<file path="config.mk">
export PLATFORM = sky130hd
export DESIGN_NAME = vmpu_red_cell
export DESIGN_NICKNAME = d
export VERILOG_FILES = /design/src/rtl/vmpu_pkg.sv /design/src/rtl/vmpu_red_cell.sv
export SDC_FILE = /design/constraint.sdc
export NUM_CORES = 1
export LEC_CHECK = 0
export BUFFER_PORTS_ARGS = -buffer_cell sky130_fd_sc_hd__buf_2
export CORE_MARGIN = 1
export CORE_UTILIZATION = 45
export DETAILED_ROUTE_END_ITERATION = 6
export GPL_ROUTABILITY_DRIVEN = 0
export GPL_TIMING_DRIVEN = 0
export PLACE_DENSITY = 0.73
export RECOVER_POWER = 100
export SLEW_MARGIN = 20
export SYNTH_ARGS = -nofsm -noshare
export SYNTH_HDL_FRONTEND = slang
export SYNTH_SLANG_ARGS = --single-unit
</file>
<file path="constraint.sdc">
create_clock -name clk -period 4.9 [get_ports clk]
set_clock_uncertainty 0.15 [all_clocks]
set_input_delay 0.735 -clock clk [delete_from_list [all_inputs] [get_ports clk]]
set_output_delay 0.735 -clock clk [all_outputs]
set_load 0.01 [all_outputs]
</file>
<file path="src/rtl/vmpu_pkg.sv">
// Shared types, constants and the arctangent table of the pose update block.
package vmpu_pkg;

  localparam int AW     = 34;  // CORDIC datapath width, Q30
  localparam int RW     = 51;  // angle reduction width
  localparam int NDW    = 64;  // divider numerator width
  localparam int DVW    = 32;  // divisor width

  localparam longint TWO_PI_Q30 = 64'sd6746518852;
  localparam logic signed [AW-1:0] PI_Q30      = 34'sd3373259426;
  localparam logic signed [AW-1:0] TWO_PI_W    = 34'sd6746518852;
  localparam logic signed [AW-1:0] HALF_PI_Q30 = 34'sd1686629713;
  localparam logic signed [AW-1:0] GAIN_Q30    = 34'sd652032874;

  typedef struct packed {
    logic signed [AW-1:0] x;
    logic signed [AW-1:0] y;
    logic signed [AW-1:0] z;
    logic                 neg;
  } cl_t;

  typedef struct packed {
    logic [DVW-1:0] rem;
    logic [NDW-1:0] work;
  } dl_t;

  function automatic logic signed [AW-1:0] atan_q30(input int i);
    logic signed [AW-1:0] v;
    case (i)
      0:  v = 34'sd843314857;
      1:  v = 34'sd497837830;
      2:  v = 34'sd263043837;
      3:  v = 34'sd133525159;
      4:  v = 34'sd67021687;
      5:  v = 34'sd33543516;
      6:  v = 34'sd16775851;
      7:  v = 34'sd8388437;
      8:  v = 34'sd4194283;
      9:  v = 34'sd2097149;
      10: v = 34'sd1048576;
      11: v = 34'sd524288;
      12: v = 34'sd262144;
      13: v = 34'sd131072;
      14: v = 34'sd65536;
      15: v = 34'sd32768;
      16: v = 34'sd16384;
      17: v = 34'sd8192;
      18: v = 34'sd4096;
      19: v = 34'sd2048;
      20: v = 34'sd1024;
      21: v = 34'sd512;
      22: v = 34'sd256;
      23: v = 34'sd128;
      24: v = 34'sd64;
      25: v = 34'sd32;
      26: v = 34'sd16;
      27: v = 34'sd8;
      28: v = 34'sd4;
      29: v = 34'sd2;
      default: v = '0;
    endcase
    return v;
  endfunction

  // Clamp to the signed 32-bit range.
  function automatic logic signed [31:0] sat32(input logic signed [67:0] v);
    logic signed [31:0] r;
    if (v > 68'sd2147483647) begin
      r = 32'sh7fffffff;
    end else if (v < -68'sd2147483648) begin
      r = 32'sh80000000;
    end else begin
      r = v[31:0];
    end
    return r;
  endfunction

endpackage

</file>
<file path="src/rtl/vmpu_red_cell.sv">
// One restoring step of the angle reduction, for start and end angle.
module vmpu_red_cell
  import vmpu_pkg::*;
#(
  parameter longint PERIOD = 411775,
  parameter int     K      = 0
) (
  input  logic          clk,
  input  logic          en,
  input  logic [RW-1:0] a_in,
  input  logic [RW-1:0] b_in,
  output logic [RW-1:0] a_out,
  output logic [RW-1:0] b_out
);

  localparam logic [RW-1:0] STEP = RW'(PERIOD << K);

  always_ff @(posedge clk) begin
    if (en) begin
      a_out <= (a_in >= STEP) ? a_in - STEP : a_in;
      b_out <= (b_in >= STEP) ? b_in - STEP : b_in;
    end
  end

endmodule

</file>
==> run_results.csv <==
group,metric,value,unit
global_route,grt_pass1_vias,4895,
place,hpwlAfterDp,12090,µm
global_route,grt_pass1_wl,24260,µm
timing,period_share,83.98,%
power,worst_ir_drop_vdd,0.2001,mV
outcome,status,"finished with violations",
outcome,violations,"capacitance limit, slew limit",
cts,cts_resized,0,
timing,worst_pin_slew,2.588,ns
logic_synthesis,synth_edf_count,102,
die,die_w,114.6,µm
global_route,grtUsageTotal,24.17,%
cts,holdBufCountCts,0,
timing,worst_hold_slack,0.5488,ns
cts,cts_root_buf,"clkbuf_16",
logic_synthesis,synth_nets,602,
logic_synthesis,syn_area_per_cell,11.50,µm²
timing,setup_viol,0,
setup_path,crit_fanout,10,
cts,cts_max_path_buffers,2,
global_route,antenna_found_initial,0,
cts,clkTransAtPathRegs,0.07,ns
worst_hold_path,hold_path_class,"in2reg",
cts,cts.sinks,102,
logic_synthesis,synth_top_family_by_area,"simple AND/OR/NAND/NOR gates",
logic_synthesis,synth_compound_area_share,8.141,%
final_layout,areaGrowthSynthToFinish,23.28,%
logic_synthesis,synthXorXnorAreaFrac,14.90,%
logic_synthesis,synth_cell_types,51,
logic_synthesis,synth_cells,496,
logic_synthesis,synth_seq_cells,102,
logic_synthesis,synth_area,5702,µm²
cts,numCtsBuffers,9,
logic_synthesis,synthFlopType,"edfxtp_1",
logic_synthesis,ys_seq_area_share,53.72,%
logic_synthesis,yosys_warnings,0,
final_layout,multiInputGateArea,2515,µm²
final_layout,antenna_cells,0,
setup_path,crit_start,"a_in[20]",
timing,period_minus_slack,4.115,ns
timing,relSlewSlack,-72.51,%
logic_synthesis,muxShareOfSynthArea,0.1975,%
cts,cts_tree,"built",
global_route,grt_overflow_total,0,
die,die_h,114.6,µm
final_layout,ff_latch_area,3063,µm²
drt,avgViaCountPerCell,5.756,
timing,tns,0,ns
worst_hold_path,hold_path_depth,3,
worst_hold_path,min-delay-start,"a_in[1]",
die,rows,40,
drt,drtIter0Drc,307,
setup_path,crit_type,"in2reg",
drt,via_count,5094,
logic_synthesis,async_flop_share,0,%
logic_synthesis,synthSimpleGateAreaFrac,20.96,%
place,io_buffers,205,
final_layout,n_fill_cell,1114,
drt,drc_errors,0,
power,power_density,296.0,nW/µm²
setup_path,startpoint_type,"primary input",
timing,finalHoldViolCount,0,
drt,drt-wirelength-per-cell,17.91,µm
global_route,grt_max_degree,58,
die,core_area,12160,µm²
die,ios,206,
setup_path,required,4.84,ns
setup_path,cp.arrival,4.05,ns
final_layout,drive_above_1_share,17.29,%
worst_hold_path,worstHoldEndpoint,"a_out[1]",
drt,drtAntennaViolNets,0,
die,start_util,46.88,%
drt,drt-total-wl,15850,µm
die,die-area,13130,µm²
cts,cts_max_level,3,
drt,firstDrtPassIters,5,
timing,rsz0062_at_grt,"false",
timing,clock.fmax,243.0,MHz
job,drv_cap,1,
timing,maxSlewViolCount,47,
setup_path,endpoint_kind,"flip-flop",
power,power_leakage,2.475,nW
logic_synthesis,synth_adder_area_share,0.4389,%
cts,cts_setup_buffers,0,
final_layout,nNetsFinal,819,
kinds of logic (layout without fill, tap and decap cells):
kind of cell | Yosys count | count (layout)
AND/OR/NAND/NOR | 214 | 214
flip-flops | 102 | 102
XOR/XNOR | 97 | 97
AO/OA/AOI/OAI | 63 | 63
buffers and inverters | 17 | 238
adder cells (fa/ha/maj) | 2 | 2
multiplexers | 1 | 1
metal layers:
metal  GRT usage, %  vias to the layer above  share of wire (%)
met3          5.876                       43                8.8
met1          27.09                     2386                 38
met4          14.11                        0                3.0
li1               -                     2367                  -
met2          41.86                      298                 50
met5              0                        -                  0
flip-flops by register name, summed over array words and instances, names as in the netlist:
signal,cells
a_out,51
b_out,51
final cells by class:
type / instances / area share [%]
Clock inverter: 5 / 0.7298
Buffer: 16 / 0.8722
Timing Repair Buffer: 206 / 12.74
Multi-Input combinational cell: 377 / 35.78
Sequential cell: 102 / 43.57
Inverter: 1 / 0.05340
Tap cell: 168 / 2.990
Clock buffer: 10 / 3.257
Yosys cell counts, types with 3 or more instances:
| master | instances | area share [%] |
|---|---|---|
| nor2_1 | 25 | 1.6 |
| o21ai_0 | 9 | 0.79 |
| nor4_1 | 38 | 4.2 |
| a2111oi_0 | 6 | 0.92 |
| nand3_1 | 13 | 1.1 |
| nand2b_1 | 4 | 0.44 |
| and3_1 | 4 | 0.44 |
| o21ai_2 | 5 | 0.77 |
| a31oi_1 | 3 | 0.33 |
| or4_1 | 8 | 1.1 |
| clkbuf_1 | 11 | 0.72 |
| nand4_1 | 17 | 1.9 |
| a21oi_1 | 6 | 0.53 |
| xor2_1 | 63 | 9.7 |
| xnor2_1 | 34 | 5.2 |
| or2_2 | 8 | 0.88 |
| edfxtp_1 | 102 | 54 |
| nand2_1 | 30 | 2.0 |
| or3_1 | 17 | 1.9 |
| nor4bb_1 | 3 | 0.53 |
| o2111ai_1 | 7 | 1.1 |
| nor3_1 | 34 | 3.0 |
| a211oi_1 | 9 | 1.2 |
| a21o_1 | 3 | 0.39 |
through the flow:
stage          utilization [%]  instances  total power, mW  worst slack, ns  instance area, µm²
3_5_place_dp             57.33        870            1.418           0.8729                6972
6_report                 57.80        885            2.081           0.7852                7029
2_1_floorplan                -        496            1.224            1.569                5702
4_1_cts                  59.63        885            2.111            1.236                7252
5_1_grt                  57.80        885            2.162           0.5932                7029
3_3_place_gp             57.05        869            1.409           0.8354                6938
critical path, stage by stage:
cell      delay, ns
buf_2          0.14
nor4_1         0.52
nand4_1        0.36
nand4b_1       0.32
a211oi_1       1.13
clkbuf_1       0.53
nor4_1         0.14
xor2_1         0.18
layout by cell type (no fill, tap or decap), types with 9 or more instances in the layout:
master and instances:
xor2_1 63, nor4_1 38, nor3_1 34, clkbuf_1 124, or3_1 18, nand2_1 30, buf_2 98, a211oi_1 10
xnor2_1 34, clkbuf_16 9, nand3_1 13, nand4_1 17, o21ai_0 14, edfxtp_1 102, nor2_1 25
worst max-delay path by stage:
stage           endpoint  slack, ns
2_1_floorplan   b_out[1]       1.57
3_3_place_gp   a_out[28]       0.84
4_1_cts        a_out[45]       1.24
3_5_place_dp   a_out[40]       0.87
6_report       a_out[40]       0.79
5_1_grt        a_out[45]       0.59
where the power goes:
part | internal, mW | switching (mW) | total (mW) | leakage, nW
clock network | 0.390 | 0.310 | 0.700 | 0.136
registers | 1.05 | 0.0210 | 1.07 | 0.998
logic | 0.108 | 0.199 | 0.307 | 1.34
Power figures use the tool's default switching activity.
