===== config.mk =====
export PLATFORM = sky130hd
export DESIGN_NAME = vmpu_cordic_cell
export DESIGN_NICKNAME = d
export VERILOG_FILES = /design/src/rtl/vmpu_pkg.sv /design/src/rtl/vmpu_cordic_cell.sv
export SDC_FILE = /design/constraint.sdc
export NUM_CORES = 1
export LEC_CHECK = 0
export BUFFER_PORTS_ARGS = -buffer_cell sky130_fd_sc_hd__buf_2
export CAP_MARGIN = 20
export CORE_MARGIN = 2
export CORE_UTILIZATION = 43
export DETAILED_ROUTE_END_ITERATION = 10
export PLACE_DENSITY_LB_ADDON = 0.12
export SETUP_SLACK_MARGIN = 0.05
export SLEW_MARGIN = 30
export SYNTH_ARGS = -nofsm -noshare
export SYNTH_HDL_FRONTEND = slang
export SYNTH_SLANG_ARGS = --single-unit

===== constraint.sdc =====
create_clock -name clk -period 5.15 [get_ports clk]
set_input_delay 0.7725 -clock clk [delete_from_list [all_inputs] [get_ports clk]]
set_output_delay 0.7725 -clock clk [all_outputs]
set_load 0.1 [all_outputs]

===== src/rtl/vmpu_pkg.sv =====
// Shared types, constants and the arctangent table of the pose update block.
package vmpu_pkg;

  localparam int AW     = 34;  // CORDIC datapath width, Q30
  localparam int RW     = 51;  // angle reduction width
  localparam int NDW    = 64;  // divider numerator width
  localparam int DVW    = 32;  // divisor width

  localparam longint TWO_PI_Q30 = 64'sd6746518852;
  localparam logic signed [AW-1:0] PI_Q30      = 34'sd3373259426;
  localparam logic signed [AW-1:0] TWO_PI_W    = 34'sd6746518852;
  localparam logic signed [AW-1:0] HALF_PI_Q30 = 34'sd1686629713;
  localparam logic signed [AW-1:0] GAIN_Q30    = 34'sd652032874;

  typedef struct packed {
    logic signed [AW-1:0] x;
    logic signed [AW-1:0] y;
    logic signed [AW-1:0] z;
    logic                 neg;
  } cl_t;

  typedef struct packed {
    logic [DVW-1:0] rem;
    logic [NDW-1:0] work;
  } dl_t;

  function automatic logic signed [AW-1:0] atan_q30(input int i);
    logic signed [AW-1:0] v;
    case (i)
      0:  v = 34'sd843314857;
      1:  v = 34'sd497837830;
      2:  v = 34'sd263043837;
      3:  v = 34'sd133525159;
      4:  v = 34'sd67021687;
      5:  v = 34'sd33543516;
      6:  v = 34'sd16775851;
      7:  v = 34'sd8388437;
      8:  v = 34'sd4194283;
      9:  v = 34'sd2097149;
      10: v = 34'sd1048576;
      11: v = 34'sd524288;
      12: v = 34'sd262144;
      13: v = 34'sd131072;
      14: v = 34'sd65536;
      15: v = 34'sd32768;
      16: v = 34'sd16384;
      17: v = 34'sd8192;
      18: v = 34'sd4096;
      19: v = 34'sd2048;
      20: v = 34'sd1024;
      21: v = 34'sd512;
      22: v = 34'sd256;
      23: v = 34'sd128;
      24: v = 34'sd64;
      25: v = 34'sd32;
      26: v = 34'sd16;
      27: v = 34'sd8;
      28: v = 34'sd4;
      29: v = 34'sd2;
      default: v = '0;
    endcase
    return v;
  endfunction

  // Clamp to the signed 32-bit range.
  function automatic logic signed [31:0] sat32(input logic signed [67:0] v);
    logic signed [31:0] r;
    if (v > 68'sd2147483647) begin
      r = 32'sh7fffffff;
    end else if (v < -68'sd2147483648) begin
      r = 32'sh80000000;
    end else begin
      r = v[31:0];
    end
    return r;
  endfunction

endpackage


===== src/rtl/vmpu_cordic_cell.sv =====
// One CORDIC rotation stage, for start and end angle.
module vmpu_cordic_cell
  import vmpu_pkg::*;
#(
  parameter int IDX = 0
) (
  input  logic clk,
  input  logic en,
  input  cl_t  a_in,
  input  cl_t  b_in,
  output cl_t  a_out,
  output cl_t  b_out
);

  localparam logic signed [AW-1:0] ANG = atan_q30(IDX);

  function automatic cl_t rot(input cl_t c);
    logic signed [AW-1:0] x;
    logic signed [AW-1:0] y;
    logic signed [AW-1:0] xs;
    logic signed [AW-1:0] ys;
    cl_t r;
    x  = c.x;
    y  = c.y;
    xs = x >>> IDX;
    ys = y >>> IDX;
    r.neg = c.neg;
    if (!c.z[AW-1]) begin
      r.x = x - ys;
      r.y = y + xs;
      r.z = c.z - ANG;
    end else begin
      r.x = x + ys;
      r.y = y - xs;
      r.z = c.z + ANG;
    end
    return r;
  endfunction

  always_ff @(posedge clk) begin
    if (en) begin
      a_out <= rot(a_in);
      b_out <= rot(b_in);
    end
  end

endmodule


==> run metrics, run 1 <==
outcome completed; most common cell after layout, fill and taps aside sky130_fd_sc_hd__buf_2; setup repair after global routing missed its margin false; die extent in x 225 µm; top library cells by usage in the layout, fill and taps aside 410 x sky130_fd_sc_hd__buf_2, 271 x sky130_fd_sc_hd__a21oi_1, 262 x sky130_fd_sc_hd__ha_1; crit path capture type flop; depth of the CTS H-tree 1; share of the clock period used by the worst path after layout 78.0%; total of cells resized after clock tree synthesis 0; first-iteration detailed-routing DRC count 1732; Initial Util 43.4%; sum of negative setup slack 0 ps; transition time of the tightest slew-check pin 1050 ps; GRT Util Overall 26.9%; max-cap check violation count 0; final layout net count 3236; Post-DRT Antenna Nets 0; pin count of the biggest net entering global routing 94; clock tree from TritonCTS yes; highest clock rate 249 MHz; number of distinct standard cells referenced by the synthesized netlist 97; net load switching power 4.31 mW; biggest fanout along the worst timing path 16; overall via count from detail_route 19700; CTS Buffer Depth 3; clock-pin slew on the worst setup and hold paths 60 ps; placeable core region 48600 µm²; Post-synth EDFFs 204; total internal power 4.40 mW; Final Worst Setup Slack 1130 ps; io pins 414; count of input and output buffers 413; Post-Synthesis Cell Area 21100 µm²; GPL Wtd Cong 0.943; number of optimization iterations in the first detailed-route pass 6; post-CTS setup buffer count 0; number of cells produced by synthesis 2411; aggregate routed wire length 71200 µm; Avg Cell Area, Syn 8.75 µm²; buffer type at the clock tree root sky130_fd_sc_hd__clkbuf_16; DRC Markers 0; Synth Register Bits 204; number of warning messages in the yosys log 0; overall overflow remaining after global route 0; height of the chip 225 µm; class of the tightest hold or removal check in -> reg; most frequent CP cell sky130_fd_sc_hd__a21oi_1; final setup violation count 0; number of antenna violations at the first check in global routing 15; Worst Setup Slack post-DPL 774 ps; VDD IR-drop max 0.367 mV; Pins Over Slew Limit 0; critical path's slowest cell sky130_fd_sc_hd__nor4b_1; global-route wire length before repair 108000 µm; type of element launching the critical path input pin; Sw Ratio 49.5%; power per standard cell area 355 nW/µm²; # hold bufs at CTS 0; die area 50800 µm²; HPWL Detailed 55800 µm; combinational fraction of design power 51.1%; average wire per standard cell 20.9 µm; # rows 81; Clk network pwr share 22.5%; normalized max-slew margin 29.3%; total clock buffers created by CTS 27; Critical Path, Cell by Cell buf_2 -> inv_1 -> ha_1 -> nor3_1 -> nand2b_1 -> nor4b_1 -> o311ai_1 -> a21oi_1 -> o21ai_1 -> a32oi_1 -> a21oi_1 -> xnor2_1; asr flop ratio synth 0%; final hold violation count 0; worst path arrival time 4320 ps; leakage power 11.0 nW; CP peak stage delay 650 ps; hold slack final 397 ps; post-layout minimum cycle time 4020 ps; number of clock sinks 204; Seq/Total Area, Yosys 29.0%; Worst Path Required 5450 ps; via-per-instance ratio 5.79; Synth Net Count 2889; Flop pwr share 26.5%; total power draw 8.71 mW; fraction of final layout cells sized beyond drive strength 1 19.0%; class of the most critical setup path in -> reg; most frequently used flop master after synthesis sky130_fd_sc_hd__edfxtp_1; number of global-route vias before repair 18800; Layout Area Growth over Synthesis 16.2%
==> cell families after synthesis <==
group | synth area share [%]
compound gates | 25.5
simple gates | 13.6
buf+inv | 6.10
fa+ha+maj | 16.3
flops | 29.0
xor+xnor | 7.85
mux | 1.57
==> area by class of cell <==
class | count | area [µm²]
inverters | 220 | 826
clock buffers | 29 | 683
clock inverters | 19 | 215
multi-input cells | 1882 | 13700
well taps | 622 | 778
fillers | 4755 | 24100
repair buffers | 423 | 2170
diodes | 11 | 27.5
flip-flops and latches | 204 | 6130
==> path summary, 6_finish.rpt <==
path | endpoint | depth (start not counted) | startpoint
hold / removal | a_out[0] | 1 | a_in[0]
setup / recovery | b_out[95] | 12 | b_in[46]
==> metal layers <==
layer  global-route usage, %  up-vias  routed length (µm)
met5                       0        -                  42
met1                    38.5     9394               32800
met2                    41.9      738               31500
li1                        -     9513                   -
met4                    6.60        8                1560
met3                    4.89       96                5340
==> metrics by stage <==
step           instance area, µm²  utilization [%]  instances
2_1_floorplan               21100                -       2411
3_3_place_gp                23600             48.5       3351
3_5_place_dp                23600             48.5       3351
4_1_cts                     24500             50.3       3399
5_1_grt                     24500             50.4       3406
6_report                    24500             50.4       3410
==> state kept, by name, summed over array words and instances, names as in the netlist <==
name,flops
a_out,102
b_out,102
==> critical path, delay by kind of cell <==
family,cells,cell delay (ps)
xor+xnor,1,450
simple gates,3,1150
buf+inv,2,150
fa+ha+maj,1,530
compound gates,5,1250
==> power by group through the flow <==
stage	Clock [mW]	Sequential [mW]	Combinational (mW)
after floorplan	0	4.32	1.51
after global placement	0	2.33	4.41
after detailed placement	0	2.34	4.41
after CTS	2.02	2.31	4.43
after global routing	2.07	2.33	4.69
final	1.95	2.31	4.44
==> cells in the mapped netlist (10+ instances only) <==
cell type | count | area share [%]
sky130_fd_sc_hd__o21bai_1 | 50 | 1.8
sky130_fd_sc_hd__o211ai_1 | 21 | 0.75
sky130_fd_sc_hd__nand4_1 | 31 | 0.92
sky130_fd_sc_hd__and3_1 | 20 | 0.59
sky130_fd_sc_hd__mux2i_1 | 33 | 1.6
sky130_fd_sc_hd__a31oi_1 | 27 | 0.80
sky130_fd_sc_hd__o21a_1 | 29 | 1.0
sky130_fd_sc_hd__inv_2 | 12 | 0.21
sky130_fd_sc_hd__o21ai_1 | 31 | 0.74
sky130_fd_sc_hd__nand3_1 | 40 | 0.95
sky130_fd_sc_hd__buf_2 | 26 | 0.62
sky130_fd_sc_hd__or4_1 | 10 | 0.36
sky130_fd_sc_hd__o31ai_1 | 21 | 0.75
sky130_fd_sc_hd__nand2b_1 | 26 | 0.77
sky130_fd_sc_hd__clkbuf_1 | 57 | 1.0
sky130_fd_sc_hd__o21ai_0 | 113 | 2.7
sky130_fd_sc_hd__buf_1 | 15 | 0.27
sky130_fd_sc_hd__ha_1 | 262 | 16
sky130_fd_sc_hd__nand2_1 | 118 | 2.1
sky130_fd_sc_hd__xor2_1 | 51 | 2.1
sky130_fd_sc_hd__and2_1 | 15 | 0.44
sky130_fd_sc_hd__nor2b_1 | 36 | 1.1
sky130_fd_sc_hd__a21o_1 | 80 | 2.8
sky130_fd_sc_hd__xnor2_1 | 138 | 5.7
sky130_fd_sc_hd__nor2_1 | 172 | 3.1
sky130_fd_sc_hd__nor3_1 | 48 | 1.1
sky130_fd_sc_hd__edfxtp_1 | 204 | 29
sky130_fd_sc_hd__nor4_1 | 16 | 0.47
sky130_fd_sc_hd__a21oi_1 | 271 | 6.4
sky130_fd_sc_hd__inv_1 | 205 | 3.6
sky130_fd_sc_hd__a211oi_1 | 25 | 0.89
Note: power is estimated with default switching activity, not from simulation.
==> run 2, diff against run 1 <==
==> constraint.sdc (replaced) <==
create_clock -name clk -period 3.34 [get_ports clk]
set_input_delay 0.501 -clock clk [delete_from_list [all_inputs] [get_ports clk]]
set_output_delay 0.501 -clock clk [all_outputs]
set_load 0.1 [all_outputs]
==> run 2 against run 1 <==
Combinational power is 66% higher. Largest power group unchanged. First-iteration DRC count up 2.6%. Via count increased by 5.8%. Clock power is 51% higher. Design area increased by 9.2%. Count of clock-buffer cells in the layout did not move. Routed wire length is 4.1% higher. Highest routed layer unchanged. Critical path type unchanged.
==> run metrics, run 2 (synthesis results as in run 1) <==
Finished Core Util 55.0% (+4.6 points); global-route wire length before repair 113000 µm (+4.7%); Worst Path Required 3650 ps (-1800 ps); final hold violation count 0 (unchanged); Final Worst Setup Slack 232 ps (-899 ps); number of global-route vias before repair 20400 (+8.6%); placed instance area 25900 µm² (+9.7%); post-CTS setup buffer count 0 (unchanged); HPWL Detailed 60300 µm (+8.0%); GRT Util Overall 28.2% (+1.3 points); number of antenna violations at the first check in global routing 16 (+1); post-layout instance area 26800 µm² (+9.2%); met2 routed wirelength 33100 µm (+5.3%); class of the tightest hold or removal check in -> reg; highest clock rate 322 MHz; buffer type at the clock tree root sky130_fd_sc_hd__clkbuf_16; die area 50800 µm² (unchanged); average wire per standard cell 20.0 µm (-4.3%); Cells on Worst Hold Path 1 (unchanged); largest registers ranked by flip-flop count a_out x102, b_out x102; final setup violation count 0 (unchanged); clock-pin slew on the worst setup and hold paths 60 ps (about the same); Post-DRT Antenna Nets 0 (unchanged); leakage power 12.5 nW (+13%); final layout net count 3539 (+9.4%); top library cells by usage in the layout, fill and taps aside 410 x sky130_fd_sc_hd__buf_2, 314 x sky130_fd_sc_hd__buf_4, 271 x sky130_fd_sc_hd__a21oi_1; number of clock sinks 204 (unchanged); count of input and output buffers 413 (unchanged); crit path capture type flop; # rows 81 (unchanged); clock tree from TritonCTS yes; height of the chip 225 µm (unchanged); biggest fanout along the worst timing path 11 (-5); total of cells resized after clock tree synthesis 0 (unchanged); setup repair after global routing missed its margin false; placeable core region 48600 µm² (unchanged); most common cell after layout, fill and taps aside sky130_fd_sc_hd__buf_2; fraction of final layout cells sized beyond drive strength 1 27.1% (+8.0 points); VDD IR-drop max 0.401 mV (+9.2%); DRC Markers 0 (unchanged); pin count of the biggest net entering global routing 77 (-18%); detailed-route wire length on metal 1 33300 µm (+1.6%); Pins Over Slew Limit 0 (unchanged); io pins 414 (unchanged); first-iteration detailed-routing DRC count 1777 (+2.6%); max-cap check violation count 0 (unchanged); depth of the CTS H-tree 1 (unchanged); total clock buffers created by CTS 26 (-3.7%); hold worst-path end a_out[0]; Layout Area Growth over Synthesis 26.9%; normalized max-slew margin 37.5% (+8.2 points); sum of negative setup slack 0 ps (unchanged); type of element launching the critical path input pin; met3 WL post-DR 5590 µm (+4.7%); Worst Setup Slack post-DPL -271 ps (-1040 ps); CTS Buffer Depth 3 (unchanged); overall via count from detail_route 20900 (+5.8%); launch point of the worst hold path a_in[0]; highest metal layer with signal wires met5; post-layout minimum cycle time 3110 ps; share of the clock period used by the worst path after layout 93.1%; number of optimization iterations in the first detailed-route pass 6 (unchanged); aggregate routed wire length 74100 µm (+4.1%); overall overflow remaining after global route 0 (unchanged); # hold bufs at CTS 0 (unchanged); transition time of the tightest slew-check pin 937 ps (-114 ps); worst path arrival time 3420 ps (-900 ps); die extent in x 225 µm (unchanged); class of the most critical setup path in -> reg; outcome completed; Initial Util 43.4% (unchanged); via-per-instance ratio 5.63 (-2.8%); GPL Wtd Cong 0.923 (-2.1%); power per standard cell area 518 nW/µm² (+46%)
run 2: cell type report:
type | instances | area (µm²)
fillers | 4585 | 21900
multi-input cells | 1882 | 13700
flip-flops and latches | 204 | 6130
repair buffers | 727 | 4460
inverters | 220 | 826
well taps | 622 | 778
clock buffers | 29 | 683
clock inverters | 16 | 186
diodes | 11 | 27.5
run 2: report_power, final:
| part | switching [mW] | internal (mW) | total [mW] |
|---|---|---|---|
| clock | 1.19 | 1.77 | 2.95 |
| combinational | 5.45 | 1.91 | 7.37 |
| sequential | 0.143 | 3.41 | 3.55 |
run 2: how the worst max path moves through the flow:
| stage | from | end | slack [ps] |
|---|---|---|---|
| floorplan | a_in[34] | a_out[32] | 30 |
| global placement | a_in[46] | a_out[100] | -230 |
| detailed placement | a_in[36] | a_out[102] | -270 |
| CTS | a_in[36] | a_out[102] | 330 |
| global route | a_in[36] | a_out[102] | 130 |
| finish | a_in[43] | a_out[102] | 230 |
run 2: through the flow:
stage / hold slack [ps] / instances / power (mW)
detailed placement: 680 / 3655 / 10.9
floorplan: 600 / 2411 / 8.99
finish: 116 / 3711 / 13.9
global route: 93.6 / 3708 / 14.5
CTS: 83.2 / 3700 / 13.9
global placement: 682 / 3655 / 10.9
run 2: worst max-delay path: stages:
cell	delay, ps
sky130_fd_sc_hd__buf_2	90
sky130_fd_sc_hd__inv_1	40
sky130_fd_sc_hd__ha_1	500
sky130_fd_sc_hd__nor3_1	150
sky130_fd_sc_hd__and2_1	190
sky130_fd_sc_hd__a21o_1	240
sky130_fd_sc_hd__o31a_1	350
sky130_fd_sc_hd__a2111oi_2	650
sky130_fd_sc_hd__buf_4	230
sky130_fd_sc_hd__o21ai_1	110
sky130_fd_sc_hd__nand3_1	100
sky130_fd_sc_hd__o21ai_1	100
sky130_fd_sc_hd__xnor2_1	170
run 2: routing by layer:
layer  GRT usage, %  vias to the layer above
met2           45.0                      759
met3           4.88                      113
met4           8.82                        8
met5              0                        -
met1           38.7                     9925
li1               -                    10100
