## src/rtl/vmpu_pkg.sv

```systemverilog
// Shared types, constants and the arctangent table of the pose update block.
package vmpu_pkg;

  localparam int AW     = 34;  // CORDIC datapath width, Q30
  localparam int RW     = 51;  // angle reduction width
  localparam int NDW    = 64;  // divider numerator width
  localparam int DVW    = 32;  // divisor width

  localparam longint TWO_PI_Q30 = 64'sd6746518852;
  localparam logic signed [AW-1:0] PI_Q30      = 34'sd3373259426;
  localparam logic signed [AW-1:0] TWO_PI_W    = 34'sd6746518852;
  localparam logic signed [AW-1:0] HALF_PI_Q30 = 34'sd1686629713;
  localparam logic signed [AW-1:0] GAIN_Q30    = 34'sd652032874;

  typedef struct packed {
    logic signed [AW-1:0] x;
    logic signed [AW-1:0] y;
    logic signed [AW-1:0] z;
    logic                 neg;
  } cl_t;

  typedef struct packed {
    logic [DVW-1:0] rem;
    logic [NDW-1:0] work;
  } dl_t;

  function automatic logic signed [AW-1:0] atan_q30(input int i);
    logic signed [AW-1:0] v;
    case (i)
      0:  v = 34'sd843314857;
      1:  v = 34'sd497837830;
      2:  v = 34'sd263043837;
      3:  v = 34'sd133525159;
      4:  v = 34'sd67021687;
      5:  v = 34'sd33543516;
      6:  v = 34'sd16775851;
      7:  v = 34'sd8388437;
      8:  v = 34'sd4194283;
      9:  v = 34'sd2097149;
      10: v = 34'sd1048576;
      11: v = 34'sd524288;
      12: v = 34'sd262144;
      13: v = 34'sd131072;
      14: v = 34'sd65536;
      15: v = 34'sd32768;
      16: v = 34'sd16384;
      17: v = 34'sd8192;
      18: v = 34'sd4096;
      19: v = 34'sd2048;
      20: v = 34'sd1024;
      21: v = 34'sd512;
      22: v = 34'sd256;
      23: v = 34'sd128;
      24: v = 34'sd64;
      25: v = 34'sd32;
      26: v = 34'sd16;
      27: v = 34'sd8;
      28: v = 34'sd4;
      29: v = 34'sd2;
      default: v = '0;
    endcase
    return v;
  endfunction

  // Clamp to the signed 32-bit range.
  function automatic logic signed [31:0] sat32(input logic signed [67:0] v);
    logic signed [31:0] r;
    if (v > 68'sd2147483647) begin
      r = 32'sh7fffffff;
    end else if (v < -68'sd2147483648) begin
      r = 32'sh80000000;
    end else begin
      r = v[31:0];
    end
    return r;
  endfunction

endpackage

```

## src/rtl/vmpu_div_cell.sv

```systemverilog
// One restoring division step for the x and y numerators, shared divisor.
module vmpu_div_cell
  import vmpu_pkg::*;
(
  input  logic           clk,
  input  logic           en,
  input  logic [DVW-1:0] d_in,
  input  dl_t            a_in,
  input  dl_t            b_in,
  output logic [DVW-1:0] d_out,
  output dl_t            a_out,
  output dl_t            b_out
);

  function automatic dl_t step(input dl_t c, input logic [DVW-1:0] d);
    logic [DVW:0] trial;
    logic         bit_q;
    dl_t          r;
    trial = {c.rem, c.work[NDW-1]};
    bit_q = (trial >= {1'b0, d});
    r.rem  = bit_q ? DVW'(trial - {1'b0, d}) : trial[DVW-1:0];
    r.work = {c.work[NDW-2:0], bit_q};
    return r;
  endfunction

  always_ff @(posedge clk) begin
    if (en) begin
      d_out <= d_in;
      a_out <= step(a_in, d_in);
      b_out <= step(b_in, d_in);
    end
  end

endmodule

```

## config.mk

```make
export PLATFORM = sky130hd
export DESIGN_NAME = vmpu_div_cell
export DESIGN_NICKNAME = d
export VERILOG_FILES = /design/src/rtl/vmpu_pkg.sv /design/src/rtl/vmpu_div_cell.sv
export SDC_FILE = /design/constraint.sdc
export NUM_CORES = 1
export LEC_CHECK = 0
export BUFFER_PORTS_ARGS = -buffer_cell sky130_fd_sc_hd__buf_4
export CORE_AREA = 2 2 176 178
export CTS_CLUSTER_DIAMETER = 150
export DETAILED_ROUTE_END_ITERATION = 10
export DIE_AREA = 0 0 178 180
export SETUP_SLACK_MARGIN = 0.1
export SLEW_MARGIN = 30
export SYNTH_ARGS = -nofsm -noshare
export SYNTH_HDL_FRONTEND = slang
export SYNTH_SLANG_ARGS = --single-unit
```

## constraint.sdc

```tcl
create_clock -name clk -period 4.7 [get_ports clk]
set_clock_uncertainty 0.2 [all_clocks]
set_input_delay 0.47 -clock clk [delete_from_list [all_inputs] [get_ports clk]]
set_output_delay 0.47 -clock clk [all_outputs]
set_load 0.05 [all_outputs]
```

==> results of run 1 <==
[final cells by class]
class                   count  share of cell area [%]
clock inverters            12                   0.578
clock buffers              34                    3.98
repair buffers            618                    29.6
flip-flops and latches    224                    39.3
inverters                  49                    1.08
well taps                 396                    2.90
diodes                      1                  0.0146
multi-input cells         534                    22.5
[layer usage]
layer	share of wire, %	global-route usage, %	routed length [um]	up-vias
li1	-	-	-	4382
met1	40	26.6	14600	4288
met2	49	37.1	17800	330
met3	7.2	5.20	2600	77
met4	3.9	8.36	1430	0
met5	0	0	0	-
[what timing repair did]
item	in CTS	in global routing
endpoints found under the setup margin	0	0
hold buffers	158	0
hold endpoints to repair	158	0
[state kept, by name, summed over array words and instances (netlist names)]
signal,count
a_out,96
b_out,96
d_out,32
[cells by family after synthesis]
kind of cell               Yosys count  share of synthesized area [%]
muxes                               34                           3.50
and+or+nand+nor                    173                           7.65
AOI/OAI and AO/OA                  202                           11.8
xor gates and xnor gates            59                           4.75
buffers and inverters               74                           2.77
DFF                                224                           61.8
adders and majority gates           66                           7.73
[tightest hold or removal path: stages]
cell and delay (ns):
buf_4 0.09, nand2_1 0.04, o21ai_0 0.06
[layout by cell type, fill, tap and decap left out, types with 3 or more instances in the layout]
cell / instances
and2_1: 3
edfxtp_1: 224
o21ai_0: 57
a21oi_1: 54
o31a_1: 4
o211ai_1: 5
and3_1: 6
dlygate4sd3_1: 158
o21ai_1: 4
nand4_1: 14
xor2_1: 28
o21bai_1: 6
nor3_1: 6
o21a_1: 3
nand2b_1: 9
o221ai_1: 3
clkbuf_1: 8
clkbuf_16: 26
a21o_1: 27
clkinv_1: 5
nand3_1: 13
inv_1: 49
mux2_2: 5
or3_1: 5
a31oi_1: 12
o2111ai_1: 3
nor2_1: 30
xnor2_1: 31
buf_4: 458
nor2b_1: 13
nand2_1: 64
ha_1: 64
nor4_1: 3
mux2_1: 27
[report_power, final]
group          internal [mW]  switching [mW]
registers               2.46          0.0659
clock network           1.07           0.811
logic                  0.731            1.31
[worst max-delay path by stage]
| stage | endpoint | slack (ns) | cells past startpoint |
|---|---|---|---|
| CTS | b_out[85] | 0.62 | 15 |
| global placement | a_out[79] | 0.63 | 12 |
| finish | b_out[67] | 0.62 | 15 |
| global route | b_out[77] | 0.42 | 15 |
| floorplan | b_out[88] | 1.17 | 13 |
| detailed placement | b_out[67] | 0.60 | 14 |
[metrics by stage]
step                power (mW)  instance area (um^2)
finish                    6.45                 17100
global placement          4.47                 14700
floorplan                 3.79                 10900
detailed placement        4.48                 14700
global route              6.72                 17100
CTS                       6.51                 17100
==> flow_metrics.tcl, run 1 <==
set metrics [dict create \
    synth_edf_count 224 \
    drive_gt1_share_pct 34.5 \
    drc_errors 0 \
    grt_max_degree 127 \
    status "finished, final reports clean" \
    hold_start "a_in[79]" \
    coreArea_mm2 0.0302 \
    grt_overflow 0 \
    layout.nets 1745 \
    start_util_pct 36.0 \
    synth_top_area_cell "edfxtp_1" \
    layout_min_cycle_time_ns 4.08 \
    cts_resized 0 \
    wl_um 36400 \
    startpoint "d_in[2]" \
    critical_path_class "input pin to flop" \
    via_per_inst 4.86 \
    hpwl_um 26900 \
    seq_area_mm2 0.00673 \
    fin_crit_sh_pct 86.8 \
    dieWidth_um 178 \
    ctsLongestPathBuffers 3 \
    tightest_slew_ns 0.629 \
    io_buffers 449 \
    cp-end-kind "flop" \
    synth_cell_type_count 54 \
    area_growth_pct 57.2 \
    synthTopCellsByArea "edfxtp_1 (62%), ha_1 (7.4%), mux2_1 (2.8%), o21ai_0 (2.6%), xnor2_1 (2.5%)" \
    cts_sinks 224 \
    hold_violations 0 \
    tritoncts "yes" \
    timing.fmax_mhz 245 \
    cp_num_buf_inv 5 \
    vias 9077 \
    die_h_um 180 \
    setup_violations 0 \
    hold_class "input pin to flop" \
    antenna_found_initial 1 \
    holdPathStages 3 \
    peakVddDrop_mv 0.271 \
    max-cap-violations 0 \
    worst-path-max-fanout 25 \
    seq_area_frac_synth_pct 61.8 \
    utilization_pct 56.7 \
    grt_pass1_wl_um 53600 \
    clkTransAtPathRegs_ns 0.06 \
    powerDensity_mw_per_mm2 377 \
    holdPathEnd "a_out[80]" \
    ios 450 \
    synthFlopType "edfxtp_1" \
    netlist_area_mm2 0.0109 \
    slew_violations 0 \
    async_flop_share_pct 0 \
    dp_cells 1662 \
    rsz0062_at_grt "no" \
    drtPass1Iterations 5 \
    crit_required_ns 4.79 \
    gp_congestion 0.865 \
    start_kind "input pin" \
    dieArea_mm2 0.0320 \
    fin_ws_ns 0.619 \
    grt_use_total_pct 21.8 \
    cts-htree-levels 1 \
    ant_nets 0 \
    yosys-top-cells-count "edfxtp_1 (224), ha_1 (64), nand2_1 (64)" \
    final_cell_count_no_fill 1868 \
    cp_slowest_cell "dlygate4sd3_1" \
    rows 64 \
    cp.arrival_ns 4.17 \
    slew_headroom_pct 57.8 \
    postCtsSetupRepairBufs 0 \
    ys_warn_count 0 \
    crit_family "compound AO/OA/AOI/OAI gates" \
    hold_slack_ns 0.0303 \
    drtIter0Drc 577 \
    syn_nets 1124 \
    cts_buffers 26 \
    multi_input_area_mm2 0.00385 \
    path_cells "dlygate4sd3_1 > buf_4 > inv_1 > ha_1 > o211ai_1 > a21oi_1 > o21ai_0 > o21ai_1 > o21ai_1 > buf_4 > or3_1 > a21oi_2 > a2111oi_4 > buf_4 > mux2_2" \
    synthCells 832 \
    first_global_vias 9275 \
    yosys.area.top_type_share_pct 61.8 \
    ys_seq_elements 224 \
    slowest_delay_ns 0.54 \
    fillers 2448 \
    synth.avg_cell_area_um2 13.1 \
    crit_path_frequent_cell "buf_4" \
    setup-tns-final_ns 0 \
    place_ws_ns 0.601 \
    leakagePower_nw 7.36 \
    post-synth-top-count-cell "edfxtp_1" \
    cts-root-buf "clkbuf_16" \
    wl_per_cell_um 19.5 \
]
No activity file was read; power rests on OpenSTA's default activity.
==> run 2: changes to the inputs <==
==> constraint.sdc (replaced) <==
create_clock -name clk -period 4.5 [get_ports clk]
set_clock_uncertainty 0.2 [all_clocks]
set_input_delay 0.45 -clock clk [delete_from_list [all_inputs] [get_ports clk]]
set_output_delay 0.45 -clock clk [all_outputs]
set_load 0.05 [all_outputs]
==> flow_metrics.tcl, run 2 (synthesized netlist as in run 1, its figures left out) <==
set metrics [dict create \
    grt_pass1_wl_um 54400 \
    p_int_mw 4.66 \
    wl_per_cell_um 19.4 \
    die_h_um 180 \
    first_global_vias 9403 \
    start_kind "input pin" \
    fin_crit_sh_pct 88.9 \
    p_sw_share_pct 33.1 \
    drtIter0Drc 485 \
    grt_overflow 0 \
    placed_area_mm2 0.0147 \
    cts-root-buf "clkbuf_16" \
    layout_min_cycle_time_ns 4.00 \
    pwr-share-comb_pct 30.7 \
    powerDensity_mw_per_mm2 402 \
    switchingPower_mw 2.31 \
    seq_power_share_pct 37.8 \
    max-cap-violations 0 \
    critical_path_class "input pin to flop" \
    antenna_found_initial 0 \
    drc_errors 0 \
    ios 450 \
    ant_nets 0 \
    dieArea_mm2 0.0320 \
    clkTransAtPathRegs_ns 0.06 \
    rows 64 \
    cts_resized 0 \
    area_growth_pct 59.2 \
    gp_congestion 0.879 \
    leakagePower_nw 7.47 \
    worst-path-max-fanout 30 \
    grt_max_degree 113 \
    slew_headroom_pct 36.3 \
    cts-htree-levels 1 \
    final_common_cell "buf_4" \
    coreArea_mm2 0.0302 \
    wl_um 36500 \
    final_area_mm2 0.0173 \
    hold_violations 0 \
    grt_use_total_pct 22.1 \
    cts_sinks 224 \
    reg.largest.list "a_out: 96 flops, b_out: 96 flops, d_out: 32 flops" \
    cts_buffers 26 \
    dieWidth_um 178 \
    ctsLongestPathBuffers 3 \
    layout_common_cells "buf_4 (455), edfxtp_1 (224), dlygate4sd3_1 (170)" \
    layout.nets 1755 \
    slew_violations 0 \
    startpoint "d_in[11]" \
    io_buffers 449 \
    crit_required_ns 4.58 \
    cp.arrival_ns 4.08 \
    peakVddDrop_mv 0.304 \
    vias 9083 \
    setup_violations 0 \
    setup-tns-final_ns 0 \
    hpwl_um 27000 \
    status "finished, final reports clean" \
    drive_gt1_share_pct 34.6 \
    hold_class "input pin to flop" \
    rsz0062_at_grt "no" \
    cp-end-kind "flop" \
    drtPass1Iterations 5 \
    diodes 0 \
    timing.fmax_mhz 250 \
    hold_start "b_in[79]" \
    start_util_pct 36.0 \
    tightest_slew_ns 0.955 \
    tritoncts "yes" \
    p_clk_share_pct 31.5 \
    via_per_inst 4.83 \
]
-- run 2: cell types whose count changed in the layout (fill, tap and decap cells not counted), moves of 3 or more --
cell	delta
clkbuf_1	-5
buf_4	-3
dlygate4sd3_1	+12
clkinv_4	+4
bufinv_16	+3
-- run 2: per-layer routing --
layer | GRT usage, % | vias up | share of wire, %
met1 | 27.0 | 4256 | 40
met2 | 38.5 | 363 | 50
met5 | 0 | - | 0
met4 | 6.49 | 0 | 2.8
li1 | - | 4396 | -
met3 | 4.99 | 68 | 7.8
-- run 2: final cells by class --
cell class	count	area, um^2
timing repair buffer	628	5170
clock inverter	18	206
inverter	49	184
multi-input combinational	534	3850
fill	2484	12900
tap	396	495
sequential	224	6730
clock buffer	30	687
-- run 2: worst max-delay path, cell delays in order --
cell,delay [ns]
dlygate4sd3_1,0.53
buf_4,0.11
inv_1,0.07
ha_1,0.42
nand4_1,0.20
or3_1,0.44
nor4_1,0.45
a31oi_1,0.19
nand3b_1,0.13
a21oi_1,0.04
or2_2,0.49
inv_1,0.20
mux2_2,0.35
-- run 2: what timing repair did --
action,in CTS,in global routing
hold buffers,170,0
endpoints found under the hold margin,170,0
buffers inserted,0,0
-- run 2: per-stage QoR --
stage / setup WS [ns] / hold slack [ns] / utilization (%) / std cells / total power [mW]
after floorplan: 0.987 / 0.349 / - / 832 / 3.96
after global placement: 0.375 / 0.428 / 48.8 / 1661 / 4.67
after detailed placement: 0.449 / 0.429 / 48.8 / 1661 / 4.68
after CTS: 0.461 / 0.000435 / 57.4 / 1879 / 7.03
after global routing: 0.199 / 0.00683 / 57.4 / 1879 / 7.26
final: 0.500 / 0.0236 / 57.4 / 1879 / 6.97
-- run 2: worst paths after layout --
kind         to  depth (start not counted)  slack (ns)
max   a_out[81]                         13        0.50
min   b_out[80]                          2        0.02
-- run 2: power by group through the flow --
| stage | Combinational [mW] | Sequential, mW | Clock, mW |
|---|---|---|---|
| CTS | 2.14 | 2.63 | 2.25 |
| global route | 2.26 | 2.66 | 2.34 |
| global placement | 2.00 | 2.67 | 0 |
| floorplan | 0.525 | 3.43 | 0 |
| finish | 2.14 | 2.64 | 2.20 |
| detailed placement | 2.01 | 2.67 | 0 |
==> run 3: changes to the inputs <==
--- a/config.mk
+++ b/config.mk
@@ -8,8 +8,10 @@
 export BUFFER_PORTS_ARGS = -buffer_cell sky130_fd_sc_hd__buf_4
 export CORE_AREA = 2 2 176 178
 export CTS_CLUSTER_DIAMETER = 150
+export CTS_CLUSTER_SIZE = 28
 export DETAILED_ROUTE_END_ITERATION = 10
 export DIE_AREA = 0 0 178 180
+export GPL_TIMING_DRIVEN = 0
 export SETUP_SLACK_MARGIN = 0.1
 export SLEW_MARGIN = 30
 export SYNTH_ARGS = -nofsm -noshare
==> flow_metrics.tcl, run 3 (synthesized netlist as in run 1, its figures left out) <==
set metrics [dict create \
    cts-htree-levels 1 \
    cts_buffers 11 \
    placed_area_mm2 0.0148 \
    start_kind "input pin" \
    slew_violations 0 \
    cp-endpoint "b_out[94]" \
    ctsLongestPathBuffers 3 \
    dieArea_mm2 0.0320 \
    area_growth_pct 53.3 \
    place_ws_ns 0.0953 \
    final_cell_count_no_fill 1851 \
    worst-path-max-fanout 4 \
    drtPass1Iterations 5 \
    crit_cells 13 \
    tritoncts "yes" \
    ant_nets 0 \
    wl_per_cell_um 19.4 \
    die_h_um 180 \
    utilization_pct 55.3 \
    drc_errors 0 \
    rows 64 \
    total_power_mw 5.85 \
    cp.arrival_ns 4.25 \
    layout.nets 1748 \
    multi_input_area_mm2 0.00385 \
    tightest_slew_ns 0.823 \
    start_util_pct 36.0 \
    cp_num_buf_inv 2 \
    dieWidth_um 178 \
    fillers 2548 \
    slew_headroom_pct 44.8 \
    seq_area_mm2 0.00673 \
    via_per_inst 4.85 \
    crit_required_ns 4.54 \
    setup-tns-final_ns 0 \
    cts_resized 0 \
    powerDensity_mw_per_mm2 351 \
    io_buffers 449 \
    critical_path_class "input pin to flop" \
    setup_violations 0 \
    dp_cells 1679 \
    reg.largest.list "a_out: 96 flops, b_out: 96 flops, d_out: 32 flops" \
    coreArea_mm2 0.0302 \
    layout_min_cycle_time_ns 4.21 \
    grt_max_degree 91 \
    peakVddDrop_mv 0.351 \
    hpwl_um 27400 \
    wl_um 35900 \
    max-cap-violations 0 \
    drive_gt1_share_pct 33.2 \
    clkTransAtPathRegs_ns 0.12 \
    hold_violations 0 \
    status "finished, final reports clean" \
    cp_slowest_cell "a311oi_1" \
    startpoint "d_in[0]" \
    grt_pass1_wl_um 52800 \
    cts_sinks 224 \
    first_global_vias 9209 \
    timing.fmax_mhz 238 \
    cp-end-kind "flop" \
    fin_ws_ns 0.291 \
    final_common_cell "buf_4" \
    leakagePower_nw 7.15 \
    hold_start "d_in[1]" \
    hold_class "input pin to flop" \
    drtIter0Drc 517 \
    layout_common_cells "buf_4 (451), edfxtp_1 (224), dlygate4sd3_1 (157)" \
    gp_congestion 0.867 \
    ios 450 \
    slowest_delay_ns 0.69 \
    grt_use_total_pct 21.4 \
    final_area_mm2 0.0167 \
    path_cells "dlygate4sd3_1 > buf_4 > ha_1 > fa_1 > nor2b_1 > o31a_1 > o31a_1 > a31oi_1 > a311oi_1 > a31oi_1 > o21ai_0 > xor2_1 > mux2_1" \
    grt_overflow 0 \
    fin_crit_sh_pct 93.5 \
    antenna_found_initial 3 \
    vias 8969 \
    hold_slack_ns 0.0272 \
    crit_family "compound AO/OA/AOI/OAI gates" \
    rsz0062_at_grt "no" \
    cts-root-buf "clkbuf_16" \
]
[run 3: how the worst min path moves through the flow]
stage	end	slack (ns)	depth (start not counted)
3_5_place_dp	a_out[16]	0.43	1
6_report	d_out[1]	0.03	1
3_3_place_gp	a_out[57]	0.43	1
5_1_grt	d_out[1]	0.01	1
2_1_floorplan	a_out[10]	0.35	0
4_1_cts	d_out[1]	0.02	1
[run 3: final cells by class]
| cell class | instances | share of cell area, % |
|---|---|---|
| flip-flops and latches | 224 | 40.3 |
| repair buffers | 611 | 30.1 |
| multi-input cells | 534 | 23.1 |
| well taps | 396 | 2.97 |
| clock buffers | 11 | 1.65 |
| inverters | 49 | 1.10 |
| plain buffers | 25 | 0.705 |
| diodes | 1 | 0.0150 |
[run 3: per-layer routing]
layer  routed length [um]  share of wire (%)  vias up  global-route usage [%]
met2                18100                 50      300                    38.3
li1                     -                  -     4364                       -
met3                 2730                7.6       39                    5.35
met5                   23              0.064        -                       0
met4                  689                1.9        4                    4.66
met1                14400                 40     4262                    25.8
[run 3: what timing repair did]
item	4_1_cts	5_1_grt
endpoints found under the hold margin	157	0
hold buffers	157	0
buffers inserted	0	3
setup endpoints to repair	0	27
[run 3: power by group]
part,internal [mW],switching [mW],leakage (nW),total [mW]
logic,0.762,1.37,4.82,2.13
clock network,0.445,0.646,0.136,1.09
registers,2.56,0.0643,2.19,2.62
total,3.77,2.08,7.15,5.85
